$ cat src/hw/rtl/ccd_pkg.sv
// ----------------------------------------------------------------------------
// ccd_pkg
// Shared types and constants of the compensated current drive.
// ----------------------------------------------------------------------------
package ccd_pkg;

    localparam int DAC_WIDTH_DEF   = 12;
    localparam int MAX_FREQ_DEF    = 100;

    localparam int SP_W            = 12;        // setpoint register
    localparam int GAIN_W          = 17;        // Q1.16 gain
    localparam int RAW_W           = 16;
    localparam int TOT_W           = 16;
    localparam int TIME_W          = 32;
    localparam int PER_W           = 20;        // period in us, up to 1e6
    localparam int FRQ_W           = 7;
    localparam int DUTY_W          = 7;
    localparam int CFG_W           = 17;
    localparam int CFG_IDX_W       = 3;
    localparam int TGT_W           = 29;        // setpoint * 105600
    localparam int QUEUE_DEPTH     = 2;

    localparam int GAIN_ONE        = 65536;
    localparam int GAIN_LOW        = 45875;
    localparam int GAIN_HIGH       = 85197;
    localparam int GAIN_EFF_LO     = 32768;
    localparam int GAIN_EFF_HI     = 98304;
    localparam int TGT_K           = 105600;
    localparam int US_PER_S        = 1000000;
    localparam int DUTY_MAX        = 100;

    typedef enum logic {
        OP_TICK   = 1'b0,
        OP_SAMPLE = 1'b1
    } t_op;

    typedef enum logic [CFG_IDX_W-1:0] {
        CFG_SETPOINT  = 3'd0,
        CFG_FREQ      = 3'd1,
        CFG_DUTY      = 3'd2,
        CFG_PULSE     = 3'd3,
        CFG_SRC_EN    = 3'd4,
        CFG_COMP_EN   = 3'd5,
        CFG_INHIBIT   = 3'd6,
        CFG_GAIN_INIT = 3'd7
    } t_cfg_idx;

    typedef struct packed {
        t_op                op;
        logic [TIME_W-1:0]  time_us;
        logic [TOT_W-1:0]   total;
    } t_job;

    typedef enum logic [3:0] {
        ST_IDLE,
        ST_AMP_GO,
        ST_AMP_DIV,
        ST_PER_DIV,
        ST_HIGH_GO,
        ST_HIGH_DIV,
        ST_TICK_DIV,
        ST_SMP_LOAD,
        ST_SMP_CHECK,
        ST_SMP_MUL,
        ST_SMP_SUM,
        ST_GAIN_DIV,
        ST_OUT
    } t_state;

endpackage

$ cat src/hw/rtl/ccd_fifo.sv
// ----------------------------------------------------------------------------
// ccd_fifo
// Short job queue between the front and back parts.
// ----------------------------------------------------------------------------
module ccd_fifo
    import ccd_pkg::*;
(
    input  logic i_clk,
    input  logic i_rst_n,
    input  logic i_push,
    input  t_job i_job,
    input  logic i_pop,
    output logic o_full,
    output logic o_nonempty,
    output t_job o_job
);

    localparam int PTR_W = $clog2(QUEUE_DEPTH);
    localparam int CNT_W = $clog2(QUEUE_DEPTH + 1);

    t_job             r_mem [QUEUE_DEPTH];
    logic [PTR_W-1:0] r_wr;
    logic [PTR_W-1:0] r_rd;
    logic [CNT_W-1:0] r_cnt;

    assign o_full     = (r_cnt == CNT_W'(QUEUE_DEPTH));
    assign o_nonempty = (r_cnt != '0);
    assign o_job      = r_mem[r_rd];

    always_ff @(posedge i_clk) begin
        if (!i_rst_n) begin
            r_wr  <= '0;
            r_rd  <= '0;
            r_cnt <= '0;
        end else begin
            if (i_push) begin
                r_mem[r_wr] <= i_job;
                r_wr        <= (r_wr == PTR_W'(QUEUE_DEPTH - 1)) ? '0 : r_wr + 1'b1;
            end
            if (i_pop) begin
                r_rd <= (r_rd == PTR_W'(QUEUE_DEPTH - 1)) ? '0 : r_rd + 1'b1;
            end
            if (i_push && !i_pop) begin
                r_cnt <= r_cnt + 1'b1;
            end else if (i_pop && !i_push) begin
                r_cnt <= r_cnt - 1'b1;
            end
        end
    end

endmodule

$ cat config.mk
export PLATFORM = sky130hd
export DESIGN_NAME = ccd_fifo
export DESIGN_NICKNAME = d
export VERILOG_FILES = /design/src/hw/rtl/ccd_pkg.sv /design/src/hw/rtl/ccd_fifo.sv
export SDC_FILE = /design/constraint.sdc
export NUM_CORES = 1
export LEC_CHECK = 0
export BUFFER_PORTS_ARGS = -buffer_cell sky130_fd_sc_hd__buf_2
export CAP_MARGIN = 10
export CORE_MARGIN = 3
export CORE_UTILIZATION = 51
export DETAILED_ROUTE_END_ITERATION = 7
export PLACE_DENSITY_LB_ADDON = 0.3
export SYNTH_ARGS = -nofsm -noshare
export SYNTH_HDL_FRONTEND = slang
export SYNTH_SLANG_ARGS = --single-unit
$ cat constraint.sdc
create_clock -name i_clk -period 4.8 [get_ports i_clk]
set_input_delay 1.2 -clock i_clk [delete_from_list [all_inputs] [get_ports i_clk]]
set_output_delay 1.2 -clock i_clk [all_outputs]
set_load 0.05 [all_outputs]
-- Word level (Yosys, flattened, before mapping)
Memories as Yosys holds them, arrays and structs flattened. A register that Yosys moved wholly into a read port is not among the register bits.
Index checks and enable logic that the tools add are counted.
- add/sub/neg operators: 4
- eq/ne operators: 1
- mux-type cells: 9
- reductions and logical operators: 6
- operator list (cell ; count):
    $mux 1 ; 7
    $mux 2 ; 2
    $reduce_bool 2->1 ; 2
    $add 1x1->1 const B ; 2
    $add 2x1->2 const B ; 1
    $eq 2x2->1 const B ; 1
    $logic_and 1x1->1 ; 2
    $logic_not 1->1 ; 2
    $sub 2x1->2 const B ; 1
- register bits after elaboration: 4
- bits in writable memories: 98
- bits of input ports: 53
- logic and storage cells: 24
- memories: 1
- memories (memory ; words ; bits a word ; rd ports ; clocked after Yosys merged registers in ; wr ports ; line ; text):
    r_mem ; 2 ; 49 ; 1 ; 1 ; 1 ; ccd_fifo.sv:21 ; t_job r_mem [QUEUE_DEPTH];

-- Longest topological paths before layout
- word-level depth: 4
- mapped depth: 5
- depth with buffers taken out: 5

-- Worst setup path after synthesis
Ideal clock, no wire load.
- path type: input to register
- start point: in i_rst_n
- end point: mem r_mem[0][0] in the netlist's numbering (enable)
- arrival: 3.321 ns
- setup slack: 1.022 ns
- cell stages on the path: 2
- cell sequence: nand2_1 > nor2_1
- word-level cells in the longest chain between the ends: 2
- RTL lines (item ; line ; text):
    start, declared ; ccd_fifo.sv:9 ; input logic i_rst_n,
    $mux 1 ; ccd_fifo.sv:31 ; if (!i_rst_n) begin
    $mux 1 (not written as such) ; ccd_fifo.sv:37 ; r_mem[r_wr] <= i_job;
    end, declared ; ccd_fifo.sv:21 ;
Every way passes these cells.

==> impl_metrics.toml <==
[setup_path]
worst-endpoint-required_ps = 3600
cp-start-kind = "flop"
crit_type = "flop to output port"
worst-path-max-fanout = 49
end_kind = "output port"
arrival_ps = 2140

[route]
routed.top_layer = "met4"
drtPass1Iterations = 4
drtAntennaViolNets = 0
drt_iter0_markers = 102
vias = 1895
routedWlPerCell_um = 16.08
routed_wl_um = 6192
routed-wl-met3_um = 485
viasPerCell = 4.922
route.met2.wl_um = 3024
drcViolationCount = 0
m1WireLength_um = 2658

[placed_design]
port_buffers = 103
dp_hpwl_um = 3973
gp_congestion = 0.6841
dpl.cell_count = 370

[clock_network]
cts_root_buf = "clkbuf_8"
clockBufferDepth = 2
clk_pin_slew_ps = 90
h-tree-depth = 3
cts_setup_buffers = 0
cts_buffers = 9
cts_tree = "yes"
clk_latency_ps = 340
ctsResizeCount = 0
ctsHoldBuffers = 0
numClockSinks = 103

[sta]
skew_ps = 3.849
setup_violations = 0
grt_setup_unrepaired = "no"
hold_slack_ps = 505.4
finalSetupTns_ps = 0
finalCriticalPeriod_ps = 3339
hold_viol = 0
worst_pin_slew_ps = 1182
relSlewSlack_pct = 21.20
max_freq_ghz = 0.2995
slew_viol_final = 0
post-route-period-util_pct = 69.57

[power_and_ir_drop]
power_density_nw_per_um2 = 414.5
p_comb_share_pct = 15.3
clkPwrFrac_pct = 29.4
power_w = 0.001899
swShare_pct = 26.08
peakVddDrop_mv = 0.2246
p_switching_w = 0.0004952
p_seq_share_pct = 55.3
intPower_w = 0.001404
p_leak_nw = 1.701

[layout]
utilization_pct = 65.63
nNetsFinal = 339
drive_gt1_share_pct = 59.52
area_delta_synth_final_pct = 21.99
diodes = 0
num-fill-cells = 504
final_cells = 385

[worst_hold_path]
min_path_type = "flop to flop"

[die]
ios = 104
die_area_um2 = 8431
start_util_pct = 53.80
row_count = 30
core_um2 = 6982
die_w_um = 91.82
die-height_um = 91.82

[yosys]
synth_edf_count = 98
synth_area_per_cell_um2 = 21.46
yosysMostFrequentCell = "edfxtp_1"
synth_nets = 229
synth_top_area_share_pct = 78.35
synth-seq-area-share_pct = 81.01
yosys_most_used_dff = "edfxtp_1"
synth_area_leaders = "edfxtp_1 (78%), mux2_2 (15%), dfxtp_1 (2.7%), xor2_1 (0.70%), and2_1 (0.67%)"
ys_types = 18
yosys.area.top_type = "edfxtp_1"
synth-async-reset-ratio_pct = 0
postSynthCellCount = 175
synth_seq_cells = 103
synthTopCellsByCount = "edfxtp_1 (98), mux2_2 (49), dfxtp_1 (5)"
netlist_area_um2 = 3756
yosysWarnings = 0

[outcome]
status = "finished clean"

[global_route]
track_usage_pct = 15.17
grt_pass1_vias = 1979
grt_max_degree = 50
grt_pass1_wl_um = 9653
grt_antenna_before_repair = 0
overflow = 0

[flow_run]
maxCapViolCount = 0
[cells in the final DEF, fill, tap and decap left out, drive strengths merged, types with 2 or more instances in the layout]
master	n
and2	4
clkinvlp	3
dfxtp	5
bufinv	2
buf	104
clkbuf	9
edfxtp	98
mux2	49
xor2	3
[worst max-delay path: stages (launching register included)]
cell and delay (ps):
dfxtp_2 1100, mux2_2 440, buf_2 210
[cells by family after synthesis]
family	after synthesis	share of synthesized area [%]
flip-flops	103	81.01
adder cells (fa/ha/maj)	1	0.3331
XOR/XNOR	4	0.9329
buffers and inverters	6	1.099
multiplexers	49	14.69
AO/OA/AOI/OAI	2	0.3331
AND/OR/NAND/NOR	10	1.599
[layer usage]
metal	vias to the layer above	track usage (%)
met1	920	19.25
met2	73	23.74
met4	0	5.198
met5	-	0
li1	900	-
met3	2	6.235
[power groups by stage]
stage | registers (W) | logic [W] | clock network [W]
final | 0.00105 | 0.000290 | 0.000559
after CTS | 0.00105 | 0.000293 | 0.000575
after floorplan | 0.00105 | 0.000233 | 0
after global placement | 0.00107 | 0.000289 | 0
after global routing | 0.00106 | 0.000306 | 0.000611
after detailed placement | 0.00107 | 0.000292 | 0
[sequential cells by signal, indices dropped and copies added, names as in the netlist, named ones only]
signal and flops:
r_wr 1, r_cnt 2, r_rd 1, r_mem 98
[final timing paths]
check,start,endpoint,slack (ps),cells after the start
worst max-delay path,flop,o_job[29],1460,2
worst min-delay path,r_cnt[1],r_cnt[1],510,2
worst max register to register,r_wr,r_mem[1][1],2980,1
worst min register to register,r_cnt[1],r_cnt[1],510,2
[through the flow]
step           cell area, um2  worst slack [ps]
4_1_cts                  4582              1410
3_3_place_gp             4372              1795
5_1_grt                  4582              1322
2_1_floorplan            3756              1022
3_5_place_dp             4372              1815
6_report                 4582              1461
[cell type report]
cell class	count	area (um2)	share of cell area (%)
tap	96	120.1	2.622
timing repair buffer	104	523.0	11.41
clock buffer	9	123.9	2.703
multi-input combinational	66	680.7	14.86
inverter	1	3.754	0.08192
sequential	103	3044	66.44
clock inverter	6	86.33	1.884
Power figures use the tool's default switching activity.
