[src/hw/rtl/ccd_pkg.sv]
// ----------------------------------------------------------------------------
// ccd_pkg
// Shared types and constants of the compensated current drive.
// ----------------------------------------------------------------------------
package ccd_pkg;

    localparam int DAC_WIDTH_DEF   = 12;
    localparam int MAX_FREQ_DEF    = 100;

    localparam int SP_W            = 12;        // setpoint register
    localparam int GAIN_W          = 17;        // Q1.16 gain
    localparam int RAW_W           = 16;
    localparam int TOT_W           = 16;
    localparam int TIME_W          = 32;
    localparam int PER_W           = 20;        // period in us, up to 1e6
    localparam int FRQ_W           = 7;
    localparam int DUTY_W          = 7;
    localparam int CFG_W           = 17;
    localparam int CFG_IDX_W       = 3;
    localparam int TGT_W           = 29;        // setpoint * 105600
    localparam int QUEUE_DEPTH     = 2;

    localparam int GAIN_ONE        = 65536;
    localparam int GAIN_LOW        = 45875;
    localparam int GAIN_HIGH       = 85197;
    localparam int GAIN_EFF_LO     = 32768;
    localparam int GAIN_EFF_HI     = 98304;
    localparam int TGT_K           = 105600;
    localparam int US_PER_S        = 1000000;
    localparam int DUTY_MAX        = 100;

    typedef enum logic {
        OP_TICK   = 1'b0,
        OP_SAMPLE = 1'b1
    } t_op;

    typedef enum logic [CFG_IDX_W-1:0] {
        CFG_SETPOINT  = 3'd0,
        CFG_FREQ      = 3'd1,
        CFG_DUTY      = 3'd2,
        CFG_PULSE     = 3'd3,
        CFG_SRC_EN    = 3'd4,
        CFG_COMP_EN   = 3'd5,
        CFG_INHIBIT   = 3'd6,
        CFG_GAIN_INIT = 3'd7
    } t_cfg_idx;

    typedef struct packed {
        t_op                op;
        logic [TIME_W-1:0]  time_us;
        logic [TOT_W-1:0]   total;
    } t_job;

    typedef enum logic [3:0] {
        ST_IDLE,
        ST_AMP_GO,
        ST_AMP_DIV,
        ST_PER_DIV,
        ST_HIGH_GO,
        ST_HIGH_DIV,
        ST_TICK_DIV,
        ST_SMP_LOAD,
        ST_SMP_CHECK,
        ST_SMP_MUL,
        ST_SMP_SUM,
        ST_GAIN_DIV,
        ST_OUT
    } t_state;

endpackage

[src/hw/rtl/ccd_front.sv]
// ----------------------------------------------------------------------------
// ccd_front
// Input side: takes items, clips and sums shunt readings, builds a job.
// ----------------------------------------------------------------------------
module ccd_front
    import ccd_pkg::*;
(
    input  logic                    i_valid,
    input  logic                    i_op,
    input  logic [TIME_W-1:0]       i_time_us,
    input  logic signed [RAW_W-1:0] i_shunt_one_raw,
    input  logic signed [RAW_W-1:0] i_shunt_two_raw,
    input  logic                    i_q_full,
    output logic                    o_stall,
    output logic                    o_push,
    output t_job                    o_job
);

    logic [RAW_W-2:0] one_clip;
    logic [RAW_W-2:0] two_clip;

    // negative readings count as zero
    assign one_clip = i_shunt_one_raw[RAW_W-1] ? '0 : i_shunt_one_raw[RAW_W-2:0];
    assign two_clip = i_shunt_two_raw[RAW_W-1] ? '0 : i_shunt_two_raw[RAW_W-2:0];

    assign o_stall       = i_q_full;
    assign o_push        = i_valid && !i_q_full;
    assign o_job.op      = t_op'(i_op);
    assign o_job.time_us = i_time_us;
    assign o_job.total   = TOT_W'(one_clip) + TOT_W'(two_clip);

endmodule

[config.mk]
export PLATFORM = sky130hd
export DESIGN_NAME = ccd_front
export DESIGN_NICKNAME = d
export VERILOG_FILES = /design/src/hw/rtl/ccd_pkg.sv /design/src/hw/rtl/ccd_front.sv
export SDC_FILE = /design/constraint.sdc
export NUM_CORES = 1
export LEC_CHECK = 0
export BUFFER_PORTS_ARGS = -buffer_cell sky130_fd_sc_hd__buf_2
export CORE_MARGIN = 4
export CORE_UTILIZATION = 38
export DETAILED_ROUTE_END_ITERATION = 8
export GPL_TIMING_DRIVEN = 0
export PLACE_DENSITY = 0.86
export SYNTH_ARGS = -nofsm -noshare
export SYNTH_HDL_FRONTEND = slang
export SYNTH_SLANG_ARGS = --single-unit
export TNS_END_PERCENT = 50
[constraint.sdc]
create_clock -name vclk -period 4.1
set_input_delay 0.82 -clock vclk [all_inputs]
set_output_delay 0.82 -clock vclk [all_outputs]
set_load 0.02 [all_outputs]
# Word-level counts from Yosys, hierarchy flattened
# Cells that the tools add are included.
[word_totals]
in_bits = 67
output_inout_bits = 51
regBits = 0
[classes]
add_sub_neg = 1
reduce_logical = 2
muxes = 2
[ops]
columns = ["operator", "n"]
rows = [
  ["2-to-1 mux 15 bit", 2],
  ["adder 15 x 15 -> 16 bit", 1],
  ["logical AND 1 bit", 1],
  ["logical NOT 1 bit", 1],
]

# Logic depth before layout (Yosys ltp)
# Gate-level depths: netlist (run 1).
[logic_depth]
ltp_word = 2
depth_mapped = 9
ltp_nobuf = 8

# Worst setup path after synthesis (run 1)
# Ideal clock, no wire load.
[synth_timing]
kind = "input-to-output"
from = "input port i_shunt_two_raw[15]"
to = "output port o_job[8] (netlist bit)"
n_path_buf = 1
t_arrival_ps = 2835
stages = 9
path_slack_ps = 445
required_time_ps = 3280
cell_sequence = "clkbuf_1 -> nor2b_1 -> ha_1 -> fa_1 -> a211oi_1 -> nor2_1 -> o22ai_1 -> o21ai_0 -> xor2_1"
[synth_rtl]
columns = ["item", "line", "source"]
rows = [
  ["from (decl)", "ccd_front.sv:12", "input logic signed [RAW_W-1:0] i_shunt_two_raw,"],
  ["to (decl)", "ccd_front.sv:16", "output t_job o_job"],
]

==> impl_metrics.ini, run 1 <==
[floorplanning]
die_h_um = 63.5
initial_utilization = 0.411
die_width_um = 63.5
die_area_um2 = 4030
placeableCoreArea_um2 = 2850
io_pins = 118
rows = 19

[placed_design]
pre_cts_ws_ns = -0.0698
dp.cells = 280
hpwlAfterDp_um = 2920
port_buffers = 85
post_dp_cell_area_um2 = 1640
gp_congestion = 0.789

[synth]
syn-cell-area_um2 = 1170
ys_seq_area_frac = 0
avgSynthCellArea_um2 = 7.14
syn_inst = 164
ys_warn_count = 0
yosys.cell_types.count = 31
syn_nets = 247

[power_and_ir_drop]
intPower_uw = 98.5
p_leak_uw = 0.000959
swShare = 0.561
p_switching_uw = 126
comb_power_share = 1.000
power.density_nw_per_um2 = 138
seq_power_share = 0
clkPwrFrac = 0
vdd_drop_max_uv = 72.9

[critical_path]
end_kind = output port
path_class = in -> out
max_stage_delay_ns = 0.44
cp-start-kind = input port
crit_start = i_shunt_one_raw[15]
path_common_cell = buf_2
cp_num_buf_inv = 2
cp_max_fo = 15
cp_top_family = compound AO/OA/AOI/OAI gates
path_cells = buf_2, nor2b_1, ha_1, fa_1, a211oi_1, nor2_1, o22ai_1, o21ai_0, xor2_1, buf_2
crit_path_top_delay_cell = fa_1
arrival_ns = 3.09
worstPathRequired_ns = 3.28

[routing]
vias_per_cell = 5.00
routedWlPerCell_um = 12.0
first_iter_violations = 20
firstDrtPassIters = 4
post-route-drc-count = 0
ant_nets = 0
wl_um = 3330
via_count = 1390

[timing]
timing.slew.headroom = 0.768
tightestPinTransition_ns = 0.349
fin_ws_ns = 0.188
final-hold-violation-count = 0
period_minus_slack_ns = 3.91
rsz0062_at_grt = false
setup_viol = 0
slew_viol_final = 0
finalCritPeriodShare = 0.954
fmax_ghz = 0.256

[layout]
seq_area_um2 = 0
nFlopsAndLatches = 0
fin_nets = 332
final_cell_area_um2 = 1630
antenna_cells = 0
clock_buffers = 0
stdcell_count = 278
drive_gt1_frac = 0.502
syn_to_final_growth_pct = 39.0

[grt]
track_usage = 0.150
first_global_vias = 1302
grt_pass1_wl_um = 5310
antenna_found_initial = 0
grt_max_degree = 16
overflow = 0

[clock_network]
cts_hold_buf = 0
cts_resized = 0
post_cts_buffers = 0

[min_path]
min_from = i_time_us[24]
hp-class = in -> out
whs_path_depth = 2
min_to = o_job[40]

[run]
timing.max_cap.violations = 0

[status]
status = finished, final reports clean
## worst max-delay path by stage
stage                           end  slack [ns]  depth (start not counted)
after floorplan            o_job[8]        0.45                          9
after CTS                 o_job[15]        0.08                         10
after global placement     o_job[8]       -0.01                         11
final                      o_job[8]        0.19                         10
after detailed placement   o_job[8]       -0.07                         11
after global routing       o_job[8]        0.05                         10
## area by class of cell
type | instances | area [µm²]
Fill cell | 305 | 1220
Multi-Input combinational cell | 127 | 905
Tap cell | 31 | 38.8
Buffer | 35 | 259
Timing Repair Buffer | 85 | 425
## synthesized netlist by cell type (all sizes together)
library cell,instances,share of area
o22ai,3,0.016
a221o,1,0.0085
xor2,5,0.037
o31ai,1,0.0064
o21ai,9,0.038
xnor2,4,0.030
fa,1,0.017
and4,2,0.015
a21oi,9,0.042
o22a,1,0.0075
nor2b,32,0.17
or2,3,0.016
or4,1,0.0064
nor3,1,0.0043
nor2,11,0.035
nand2,5,0.016
buf,34,0.22
clkbuf,3,0.0096
a211oi,5,0.032
nand4,2,0.011
mux2i,1,0.0085
ha,15,0.16
nand3,3,0.013
or3,1,0.0053
o31a,1,0.0085
a21o,6,0.038
o211a,1,0.0085
o221ai,1,0.0075
o21a,2,0.013
## per-stage QoR
step                      TNS, ns  hold slack, ns  power (µW)   util
after floorplan                 0            1.72         159      -
after global placement    -0.0117            1.86         222  0.573
after detailed placement  -0.0967            1.86         226  0.573
after CTS                       0            1.86         226  0.572
after global routing            0            1.86         244  0.571
final                           0            1.86         224  0.571
## routing by layer
metal,up-vias,GRT usage,routed length [µm]
met2,69,0.289,1620
met4,0,0,0
met5,-,0,0
met3,0,0.0266,376
met1,604,0.181,1340
li1,717,-,-
## power groups by stage
stage / Combinational, µW / Sequential (µW) / Clock, µW
floorplan: 159 / 0 / 0
global placement: 222 / 0 / 0
detailed placement: 226 / 0 / 0
CTS: 226 / 0 / 0
global route: 244 / 0 / 0
finish: 224 / 0 / 0
## cell families (layout without fill, tap and decap cells)
logic type                 Yosys count  in the layout  synth area share
xor gates and xnor gates             9              9            0.0673
AOI/OAI and AO/OA                   40             40             0.227
adders and majority gates           16             16             0.177
muxes                                1              1           0.00855
buffers and inverters               37            120             0.228
and+or+nand+nor                     61             61             0.293
## cells in the final DEF, fill, tap and decap left out, types with 2 or more instances in the layout
cell type,instances
a211oi_1,5
a21o_1,6
a21oi_1,8
and4_1,2
buf_2,85
buf_4,34
ha_1,15
nand2_1,5
nand3_1,3
nand4_1,2
nor2_1,11
nor2b_1,32
o21a_1,2
o21ai_0,6
o21ai_1,3
o22ai_1,3
or2_2,3
xnor2_1,4
xor2_1,5
No activity file was read; power rests on OpenSTA's default activity.
==> run 2, diff against run 1 <==
Settings changed: PLACE_DENSITY 0.86 to 0.85.
==> impl_metrics.ini, run 2 (same netlist as run 1, synthesis figures left out) <==
[layout]
nFillCells = 301
final_cell_mix = buf_2, buf_4, nor2b_1, ha_1, nor2_1
multi_input_area_um2 = 905
nFlopsAndLatches = 0
post-route-util = 0.571
drive_gt1_frac = 0.502
antenna_cells = 0
fin_nets = 332
clock_buffers = 0
seq_area_um2 = 0
final_common_cell = buf_2
syn_to_final_growth_pct = 39.0

[floorplanning]
placeableCoreArea_um2 = 2850
die_area_um2 = 4030
initial_utilization = 0.411
die_h_um = 63.5
io_pins = 118
die_width_um = 63.5
rows = 19

[timing]
period_minus_slack_ns = 3.87
rsz0062_at_grt = false
fin_ws_ns = 0.234
fmax_ghz = 0.259
final-hold-violation-count = 0
finalCritPeriodShare = 0.943
tightestPinTransition_ns = 0.346
timing.slew.headroom = 0.769
slew_viol_final = 0
setup_tns_ns = 0
setup_viol = 0

[routing]
post-route-drc-count = 0
wl_um = 3450
firstDrtPassIters = 4
first_iter_violations = 41
ant_nets = 0
routedWlPerCell_um = 12.4
via_count = 1404
vias_per_cell = 5.05

[critical_path]
end_kind = output port
path_class = in -> out
arrival_ns = 3.05
cp-start-kind = input port
path_common_cell = buf_2
cp_top_family = compound AO/OA/AOI/OAI gates
cp_max_fo = 15
worstPathRequired_ns = 3.28
path_cells = buf_2, nor2b_1, ha_1, fa_1, a211oi_1, nor2_1, o22ai_1, o21ai_0, xor2_1, buf_2
max_stage_delay_ns = 0.44
crit_path_top_delay_cell = fa_1
cp_num_buf_inv = 2

[grt]
overflow = 0
grt_pass1_wl_um = 5640
first_global_vias = 1313
track_usage = 0.159
grt_max_degree = 16
antenna_found_initial = 0

[min_path]
min_to = o_job[39]
hp-class = in -> out
whs_path_depth = 2
min_from = i_time_us[23]

[placed_design]
hpwlAfterDp_um = 3040
gp_congestion = 0.789
port_buffers = 85
pre_cts_ws_ns = -0.0813

[power_and_ir_drop]
comb_power_share = 1.000
p_leak_uw = 0.000959
intPower_uw = 98.4
vdd_drop_max_uv = 68.5
clkPwrFrac = 0
seq_power_share = 0
power.density_nw_per_um2 = 138
p_switching_uw = 126
swShare = 0.561

[run]
timing.max_cap.violations = 0

[status]
status = finished, final reports clean

[clock_network]
cts_resized = 0
cts_hold_buf = 0
run 2: cell counts in the layout (fill, tap and decap cells not counted):
No cell type changed its count.
run 2: per-layer routing:
| layer | vias up | routed length [µm] | global-route usage |
|---|---|---|---|
| li1 | 715 | - | - |
| met1 | 619 | 1410 | 0.197 |
| met2 | 70 | 1720 | 0.308 |
| met3 | 0 | 323 | 0.0178 |
| met4 | 0 | 0 | 0 |
| met5 | - | 0 | 0 |
run 2: worst max path at each step:
stage / depth (start not counted) / slack (ns) / startpoint / end
3_5_place_dp: 11 / -0.08 / i_shunt_two_raw[15] / o_job[8]
5_1_grt: 10 / 0.01 / i_shunt_one_raw[15] / o_job[8]
3_3_place_gp: 11 / -0.03 / i_shunt_two_raw[15] / o_job[8]
2_1_floorplan: 9 / 0.45 / i_shunt_two_raw[15] / o_job[8]
6_report: 10 / 0.23 / i_shunt_one_raw[15] / o_job[8]
4_1_cts: 10 / 0.04 / i_shunt_one_raw[15] / o_job[15]
run 2: what timing repair did:
action | 4_1_cts | 5_1_grt
endpoints found under the setup margin | 4 | 2
buffers inserted | 0 | 0
gates cloned | 0 | 0
run 2: final cells by class:
type / count / share of cell area
buffer: 35 / 0.159
tap: 31 / 0.0238
timing repair buffer: 85 / 0.261
multi-input combinational: 127 / 0.556
run 2: through the flow:
step	hold WS [ns]	std cells	cell area [µm²]	power, µW
floorplan	1.72	164	1170	159
global placement	1.86	280	1640	222
detailed placement	1.86	280	1640	226
CTS	1.86	279	1630	227
global route	1.86	278	1630	246
finish	1.86	278	1630	224
run 2: power groups by stage:
stage               Clock, µW  Sequential, µW  Combinational [µW]
global route                0               0                 246
CTS                         0               0                 227
floorplan                   0               0                 159
global placement            0               0                 222
detailed placement          0               0                 226
finish                      0               0                 224
==> run 3, diff against run 2 <==
Clock period 4.1 ns to 3.7 ns, I/O delays scaled along.
==> impl_metrics.ini, run 3 (same netlist as run 1, synthesis figures left out) <==
[critical_path]
end_kind = output port
path_common_cell = buf_2
path_class = in -> out
cp_num_buf_inv = 3
cp_top_family = compound AO/OA/AOI/OAI gates
worstPathRequired_ns = 2.96
cp-start-kind = input port
max_stage_delay_ns = 0.35
cp_max_fo = 10
crit_path_top_delay_cell = or3_1
arrival_ns = 2.83
path_cells = buf_2, clkbuf_4, nor2b_1, ha_2, a21oi_2, nand2_1, or3_1, o22a_1, a221o_1, buf_2

[floorplanning]
initial_utilization = 0.411
die_area_um2 = 4030
io_pins = 118
placeableCoreArea_um2 = 2850
die_width_um = 63.5
rows = 19
die_h_um = 63.5

[grt]
track_usage = 0.159
overflow = 0
first_global_vias = 1314
use_met2 = 0.308
grt_util_met3 = 0.0178
grt_pass1_wl_um = 5640
busiest_layer = met2
grt_max_degree = 16
grt_util_met1 = 0.197
antenna_found_initial = 0

[timing]
tightestPinTransition_ns = 0.351
finalHoldWorstSlack_ns = 1.70
setup_viol = 0
fmax_ghz = 0.280
slew_viol_final = 0
fin_ws_ns = 0.133
final-hold-violation-count = 0
period_minus_slack_ns = 3.57
finalCritPeriodShare = 0.964
timing.slew.headroom = 0.766

[layout]
clock_buffers = 0
final_common_cell = buf_2
antenna_cells = 0
post-route-util = 0.587
final_cell_mix = buf_2, buf_4, nor2b_1, ha_1, nor2_1
nFlopsAndLatches = 0
seq_area_um2 = 0
drive_gt1_frac = 0.530
fin_nets = 334
syn_to_final_growth_pct = 42.9
nFillCells = 296

[placed_design]
gp_congestion = 0.789
port_buffers = 85
pre_cts_ws_ns = -0.321
hpwlAfterDp_um = 3040

[power_and_ir_drop]
power.density_nw_per_um2 = 152
p_leak_uw = 0.000986
vdd_drop_max_uv = 81.1
finalPower_uw = 254

[routing]
firstDrtPassIters = 4
via_count = 1425
ant_nets = 0
wl_um = 3480
vias_per_cell = 5.09
routedWlPerCell_um = 12.4
post-route-drc-count = 0
first_iter_violations = 32

[min_path]
hp-class = in -> out

[status]
status = finished, final reports clean

[run]
timing.max_cap.violations = 0
-- run 3: final cells by class --
class / instances / area [µm²] / area share
Multi-Input combinational cell: 127 / 931 / 0.556
Tap cell: 31 / 38.8 / 0.0232
Timing Repair Buffer: 86 / 438 / 0.262
Buffer: 36 / 267 / 0.159
-- run 3: through the flow --
step	instance area (µm²)	setup TNS, ns	std cells
after floorplan	1170	0	164
after detailed placement	1640	-1.63	280
final	1670	0	280
after global placement	1640	-1.12	280
after global routing	1670	-0.00189	280
after CTS	1640	0	279
-- run 3: worst paths after layout --
path,startpoint,end,slack (ns),cells after the start
setup / recovery,i_shunt_one_raw[15],o_job[15],0.13,10
hold / removal,i_time_us[23],o_job[39],1.70,2
-- run 3: timing repair --
item / 4_1_cts / 5_1_grt
endpoints found under the setup margin: 8 / 6
pin swaps: 0 / 1
hold buffers: 0 / 0
gates resized for setup: 2 / 9
buffers inserted: 0 / 1
-- run 3: layer usage --
| metal | part of all wire | up-vias |
|---|---|---|
| met2 | 0.51 | 76 |
| li1 | - | 719 |
| met5 | 0 | - |
| met1 | 0.40 | 630 |
| met3 | 0.098 | 0 |
| met4 | 0 | 0 |
-- run 3: where the power goes --
group	total, µW	leakage, µW	switching [µW]	internal [µW]
Sequential	0	0	0	0
Clock	0	0	0	0
Combinational	254	0.000986	141	113
